### src/rtl/core/mcw_pkg.sv
// ----------------------------------------------------------------------------
// mcw_pkg: shared types and constants
// Request opcodes, the command word passed from the front end to the back end,
// and fixed field widths of the result channel.
// ----------------------------------------------------------------------------
`default_nettype none

package mcw_pkg;

  // request opcodes
  localparam logic [1:0] OP_CLEAR  = 2'd0;
  localparam logic [1:0] OP_TARGET = 2'd1;
  localparam logic [1:0] OP_TEXT   = 2'd2;
  localparam logic [1:0] OP_FINISH = 2'd3;

  localparam int SYM_BITS    = 8;
  localparam int SYM_VALUES  = 256;
  localparam int OUT_BEGIN_W = 12;
  localparam int OUT_LEN_W   = 13;
  localparam int CMDQ_DEPTH  = 2;

  typedef struct packed {
    logic [1:0]          op;
    logic [SYM_BITS-1:0] sym;   // already folded into the alphabet
  } cmd_t;

  typedef struct packed {
    logic valid;
    cmd_t cmd;
  } cmdq_head_t;

endpackage

`default_nettype wire

### src/rtl/core/mcw_front.sv
// ----------------------------------------------------------------------------
// mcw_front: request intake
// Folds the symbol into the alphabet and queues requests for the back end.
// ----------------------------------------------------------------------------
`default_nettype none

module mcw_front #(
  parameter int ALPHABET_SIZE = 256
) (
  input  wire logic                         clk,
  input  wire logic                         rst_n,
  input  wire logic                         in_push,
  output logic                              in_full,
  input  wire logic [1:0]                   in_operation,
  input  wire logic [mcw_pkg::SYM_BITS-1:0] in_symbol,
  output mcw_pkg::cmdq_head_t               head,
  input  wire logic                         head_pop
);

  localparam int TBL_W  = mcw_pkg::SYM_VALUES * mcw_pkg::SYM_BITS;
  localparam int PTR_W  = $clog2(mcw_pkg::CMDQ_DEPTH);
  localparam int CNT_W  = $clog2(mcw_pkg::CMDQ_DEPTH + 1);

  function automatic logic [TBL_W-1:0] build_fold();
    logic [TBL_W-1:0] t;
    t = '0;
    for (int i = 0; i < mcw_pkg::SYM_VALUES; i++) begin
      t[i*mcw_pkg::SYM_BITS +: mcw_pkg::SYM_BITS] = mcw_pkg::SYM_BITS'(i % ALPHABET_SIZE);
    end
    return t;
  endfunction

  localparam logic [TBL_W-1:0] FOLD_TBL = build_fold();

  mcw_pkg::cmd_t    q_r [mcw_pkg::CMDQ_DEPTH];
  logic [PTR_W-1:0] wptr_r, wptr_nxt;
  logic [PTR_W-1:0] rptr_r, rptr_nxt;
  logic [CNT_W-1:0] cnt_r, cnt_nxt;
  logic             do_wr, do_rd;
  mcw_pkg::cmd_t    new_cmd;

  assign in_full    = (cnt_r == CNT_W'(mcw_pkg::CMDQ_DEPTH));
  assign do_wr      = in_push && !in_full;
  assign do_rd      = head_pop && (cnt_r != '0);
  assign head.valid = (cnt_r != '0);
  assign head.cmd   = q_r[rptr_r];

  always_comb begin
    new_cmd.op  = in_operation;
    new_cmd.sym = FOLD_TBL[in_symbol*mcw_pkg::SYM_BITS +: mcw_pkg::SYM_BITS];
  end

  always_comb begin
    wptr_nxt = wptr_r;
    rptr_nxt = rptr_r;
    cnt_nxt  = cnt_r;
    if (do_wr) begin
      wptr_nxt = (wptr_r == PTR_W'(mcw_pkg::CMDQ_DEPTH - 1)) ? '0 : wptr_r + PTR_W'(1);
    end
    if (do_rd) begin
      rptr_nxt = (rptr_r == PTR_W'(mcw_pkg::CMDQ_DEPTH - 1)) ? '0 : rptr_r + PTR_W'(1);
    end
    if (do_wr && !do_rd) begin
      cnt_nxt = cnt_r + CNT_W'(1);
    end else if (!do_wr && do_rd) begin
      cnt_nxt = cnt_r - CNT_W'(1);
    end
  end

  always_ff @(posedge clk) begin
    if (!rst_n) begin
      wptr_r <= '0;
      rptr_r <= '0;
      cnt_r  <= '0;
    end else begin
      wptr_r <= wptr_nxt;
      rptr_r <= rptr_nxt;
      cnt_r  <= cnt_nxt;
    end
  end

  always_ff @(posedge clk) begin
    if (do_wr) begin
      q_r[wptr_r] <= new_cmd;
    end
  end

endmodule

`default_nettype wire

### config.mk
export PLATFORM = sky130hd
export DESIGN_NAME = mcw_front
export DESIGN_NICKNAME = d
export VERILOG_FILES = /design/src/rtl/core/mcw_pkg.sv /design/src/rtl/core/mcw_front.sv
export SDC_FILE = /design/constraint.sdc
export NUM_CORES = 1
export LEC_CHECK = 0
export BUFFER_PORTS_ARGS = -buffer_cell sky130_fd_sc_hd__buf_2
export CORE_ASPECT_RATIO = 1.4
export CORE_MARGIN = 3
export CORE_UTILIZATION = 52
export CTS_BUF_LIST = sky130_fd_sc_hd__clkbuf_4
export CTS_CLUSTER_DIAMETER = 200
export CTS_CLUSTER_SIZE = 8
export DETAILED_ROUTE_END_ITERATION = 7
export HOLD_SLACK_MARGIN = 0.05
export PLACE_DENSITY = 0.76
export SKIP_LAST_GASP = 1
export SLEW_MARGIN = 20
export SYNTH_ARGS = -nofsm -noshare
export SYNTH_HDL_FRONTEND = slang
export SYNTH_SLANG_ARGS = --single-unit
### constraint.sdc
create_clock -name clk -period 1.71 [get_ports clk]
set_input_delay 0.0855 -clock clk [delete_from_list [all_inputs] [get_ports clk]]
set_output_delay 0.0855 -clock clk [all_outputs]
set_load 0.02 [all_outputs]
-- After elaboration in Yosys (flattened, before gate mapping)
Memories as Yosys holds them, arrays and structs flattened. A register that Yosys moved wholly into a read port is not among the register bits.
Cells that the tools add are included.
- shift-type cells: 1
- add/sub/neg operators: 4
- equal/unequal tests: 1
- reductions and logical operators: 9
- mux-type cells: 8
- operators by type and width (kind ; number):
    $shiftx 2048x12->8 const A ; 1
    $mux 1 ; 6
    $logic_and 1x1->1 ; 4
    $mux 2 ; 2
    $reduce_bool 2->1 ; 2
    $logic_not 1->1 ; 3
    $add 1x1->1 const B ; 2
    $add 2x1->2 const B ; 1
    $eq 2x2->1 const B ; 1
    $sub 2x1->2 const B ; 1
- bits of input ports: 14
- word-level logic and storage cells: 27
- bits in registers: 4
- output and inout bits: 12
- RAM bits: 20
- memories: 1
- memories (name ; words ; width ; read ports ; clocked after Yosys merged registers in ; write ports ; line ; RTL):
    q_r ; 2 ; 10 ; 1 ; 1 ; 1 ; mcw_front.sv:35 ; mcw_pkg::cmd_t q_r [mcw_pkg::CMDQ_DEPTH];

-- Logic depth before layout (Yosys ltp)
- depth in word-level cells: 7
- gate-level depth with buffers: 7
- gate-level depth less buffers: 7

-- Worst setup path after synthesis
OpenSTA, ideal clock, no wires.
- kind: register -> register
- from: reg cnt_r[0]
- to: reg cnt_r[1]
- slack: 0.097 ns
- stages on the path, launching flop included: 7
- arrival: 1.544 ns
- period minus slack after synthesis: 1.613 ns
- setup time: 0.070 ns
- path buffers: 0
- data required time: 1.640 ns
- cells stage by stage: dfxtp_1 nand2b_1 inv_1 nor2_1 ha_1 or3_1 a21oi_1
- cells in the longest elaborated chain, start to end: 6
- RTL lines (what ; line ; RTL):
    start: declaration ; mcw_front.sv:38 ; logic [CNT_W-1:0] cnt_r, cnt_nxt;
    start signal: assignment ; mcw_front.sv:78 ; cnt_r <= cnt_nxt;
    $eq 2x2->1 * ; mcw_front.sv:42 ; assign in_full = (cnt_r == CNT_W'(mcw_pkg::CMDQ_DEPTH));
    named net in_full ; mcw_front.sv:13 ; output logic in_full,
    $logic_not 1->1 * ; mcw_front.sv:43 ; assign do_wr = in_push && !in_full;
    $logic_and 1x1->1 * ; mcw_front.sv:43 ;
    named net do_wr ; mcw_front.sv:39 ; logic do_wr, do_rd;
    $logic_not 1->1 ; mcw_front.sv:65 ; end else if (!do_wr && do_rd) begin
    $logic_and 1x1->1 ; mcw_front.sv:65 ;
    $reduce_bool 2->1 (no line) ; n/a ;
The timed path passes the listed nets; every way through them passes the cells marked *. The select of a mux whose other input is x is not followed.
A chain may end at the register's enable or synchronous reset.

-- Final worst setup path
- from: reg cnt_r[0]
- to: reg cnt_r[1]
- cells in the longest elaborated chain, start to end: 6
- RTL lines (what ; line):
    $eq 2x2->1 * ; mcw_front.sv:42
    $logic_not 1->1 * ; mcw_front.sv:43
    $logic_and 1x1->1 * ; mcw_front.sv:43
    named net do_wr ; mcw_front.sv:39
    $logic_not 1->1 ; mcw_front.sv:65
    $logic_and 1x1->1 ; mcw_front.sv:65
    $reduce_bool 2->1 (no line) ; n/a
Marked as above.

==> results.cfg <==
[status]
status = completed

[routing]
drc = 0
vias = 576
viasPerCell = 4.92
drtAntennaViolNets = 0
dr.pass1.iters = 2
wire_per_inst_um = 14.0
drt-initial-drc-count = 8
finalWirelength_mm = 1.63

[pwr]
comb_power_share = 0.344
clockPowerShare = 0.154
power_switching_mw = 0.553
p_seq_frac = 0.502
total_power_mw = 1.71
static-leakage-power_nw = 0.510
powerDensity_mw_per_mm2 = 1360
swShare = 0.324
max-vdd-ir-drop_mv = 0.978
p_int_mw = 1.15

[clock_network]
clock_path_buffers = 2
numCtsBuffers = 3
cts_max_level = 1
clock-sinks = 25
insertion_delay_ns = 0.31
root_buffer = clkbuf_4
post_cts_buffers = 0
clkTransAtPathRegs_ns = 0.12
cts_tree = yes

[floorplan]
ios = 26
rows = 17
start_util = 0.579
coreArea_sq_mm = 0.00164
dieHeight_um = 56.5
dieArea_sq_mm = 0.00238
die_w_um = 42.1

[global_route]
gr-usage-all-layers = 0.153
overflow = 0
grt_pass1_vias = 639
grt_max_degree = 14
grt_pass1_wl_mm = 2.75
grt_util_met1 = 0.177
grt-busiest-layer = met2
grt_use_met3 = 0.0224
antenna_found_initial = 0
grt_util_met2 = 0.277

[critical_path]
slowest_stage = dfxtp_4
cp.arrival_ns = 1.85
cp-end-kind = flop
cp.required_ns = 1.96
worst_r2r_path_depth = 6
start_kind = flop
crit_type = flop to flop
cp_cell_sequence = nand2b_1, inv_2, nor2_1, ha_1, or3_1, a21oi_1
critical-path-max-stage-delay_ns = 0.38
critPathMaxFanout = 5

[timing]
fin_worst_skew_ns = 0.00984
post-route-period-util = 0.937
setup_tns_ns = 0
fin_ws_ns = 0.107
fin_hold_ws_ns = 0.133
setup_viol = 0
fmax_mhz = 624
final_max_slew_viol_count = 0
worst_pin_slew_ns = 0.485
slew_headroom = 0.677
hold_viol_final = 0
period_minus_slack_ns = 1.60

[logic_synthesis]
synthesis.area_sq_um = 948
syn_nets = 72
ys_ff_latch = 25
synth_top_cell_area_share = 0.633
avgSynthCellArea_sq_um = 16.6
ys_top_cells_by_area = edfxtp_1 (63%), mux2_2 (12%), dfxtp_1 (11%)
ys_seq_area_frac = 0.739
synth_cell_types = 17
yosysTopAreaCell = edfxtp_1
ys_warn_count = 0
netlist_instances = 57

[place]
place_ws_ns = 0.0775
place_area_sq_mm = 0.00111
place_inst = 102
hpwlAfterDp_mm = 1.15
port_buffers = 25
gp_congestion = 0.663

[min_path]
holdPathStages = 3
hold_path_class = input pin to flop

[cells_and_area]
diodes = 0
syn_to_final_growth_pct = 31.9
layout_commonest_cell = buf_2
fin_nets = 114
stdcell_area_sq_mm = 0.00125
drive_gt1_frac = 0.459
final_cell_mix = buf_2 (25), edfxtp_1 (20), dlygate4sd3_1 (11)
nFillCells = 103
post-route-util = 0.764
instances_no_fill = 117

[run]
drv_cap = 0
kinds of logic after synthesis:
| group | Yosys count | synth area share |
|---|---|---|
| DFF | 25 | 0.739 |
| muxes | 10 | 0.119 |
| and+or+nand+nor | 9 | 0.0528 |
| AOI/OAI and AO/OA | 5 | 0.0317 |
| buffers and inverters | 4 | 0.0171 |
| xor gates and xnor gates | 3 | 0.0277 |
| adders and majority gates | 1 | 0.0132 |
worst paths after layout:
path                                               to             startpoint  slack, ns
worst max-delay path            cnt_r[1]$_SDFFE_PN0P_  cnt_r[0]$_SDFFE_PN0P_       0.11
worst min-delay path              wptr_r$_SDFFE_PN0P_                in_push       0.13
worst max register to register  cnt_r[1]$_SDFFE_PN0P_  cnt_r[0]$_SDFFE_PN0P_       0.11
worst min register to register    rptr_r$_SDFFE_PN0P_    rptr_r$_SDFFE_PN0P_       0.53
synth_stat cells:
library cell and n:
edfxtp_1 20, nand2b_1 1, nor2_1 4, mux2_2 10
o21ai_0 2, buf_2 1, a21boi_0 1, xor2_1 3
nor3_2 1, or2_2 1, or3_1 1, inv_1 3
o21a_1 1, dfxtp_1 5, ha_1 1, and3_1 1
a21oi_1 1
layer usage:
metal / vias up / routed length, um
met5: - / 0
met4: 0 / 40
met3: 5 / 79
met2: 18 / 842
met1: 262 / 671
li1: 291 / -
worst max-delay path, delay by kind of cell (launching register included):
family                   cells  cell delay [ns]
flip-flops                   1             0.38
AND/OR/NAND/NOR              3             0.62
adder cells (fa/ha/maj)      1             0.31
buffers and inverters        1             0.09
AO/OA/AOI/OAI                1             0.14
registers in the layout, indices dropped and copies added (netlist names), named ones only:
signal and count:
cnt_r 2, rptr_r 1, q_r 20, wptr_r 1
final cells by class:
class                   instances  area (sq um)  share of cell area
flip-flops and latches         25           704               0.563
repair buffers                 38           250               0.200
well taps                      19          23.8              0.0190
multi-input cells              28           231               0.185
clock buffers                   4          30.0              0.0240
inverters                       3          11.3             0.00900
power groups by stage:
| stage | clock network (mW) | registers, mW | logic (mW) |
|---|---|---|---|
| 2_1_floorplan | 0 | 0.820 | 0.431 |
| 3_3_place_gp | 0 | 0.858 | 0.555 |
| 3_5_place_dp | 0 | 0.869 | 0.567 |
| 4_1_cts | 0.269 | 0.856 | 0.591 |
| 5_1_grt | 0.285 | 0.871 | 0.642 |
| 6_report | 0.264 | 0.857 | 0.587 |
what timing repair did:
| action | 4_1_cts | 5_1_grt |
|---|---|---|
| hold buffers | 11 | 0 |
| gates resized for setup | 0 | 3 |
| setup endpoints to repair | 0 | 1 |
| hold endpoints to repair | 21 | 0 |
Power figures use the tool's default switching activity.
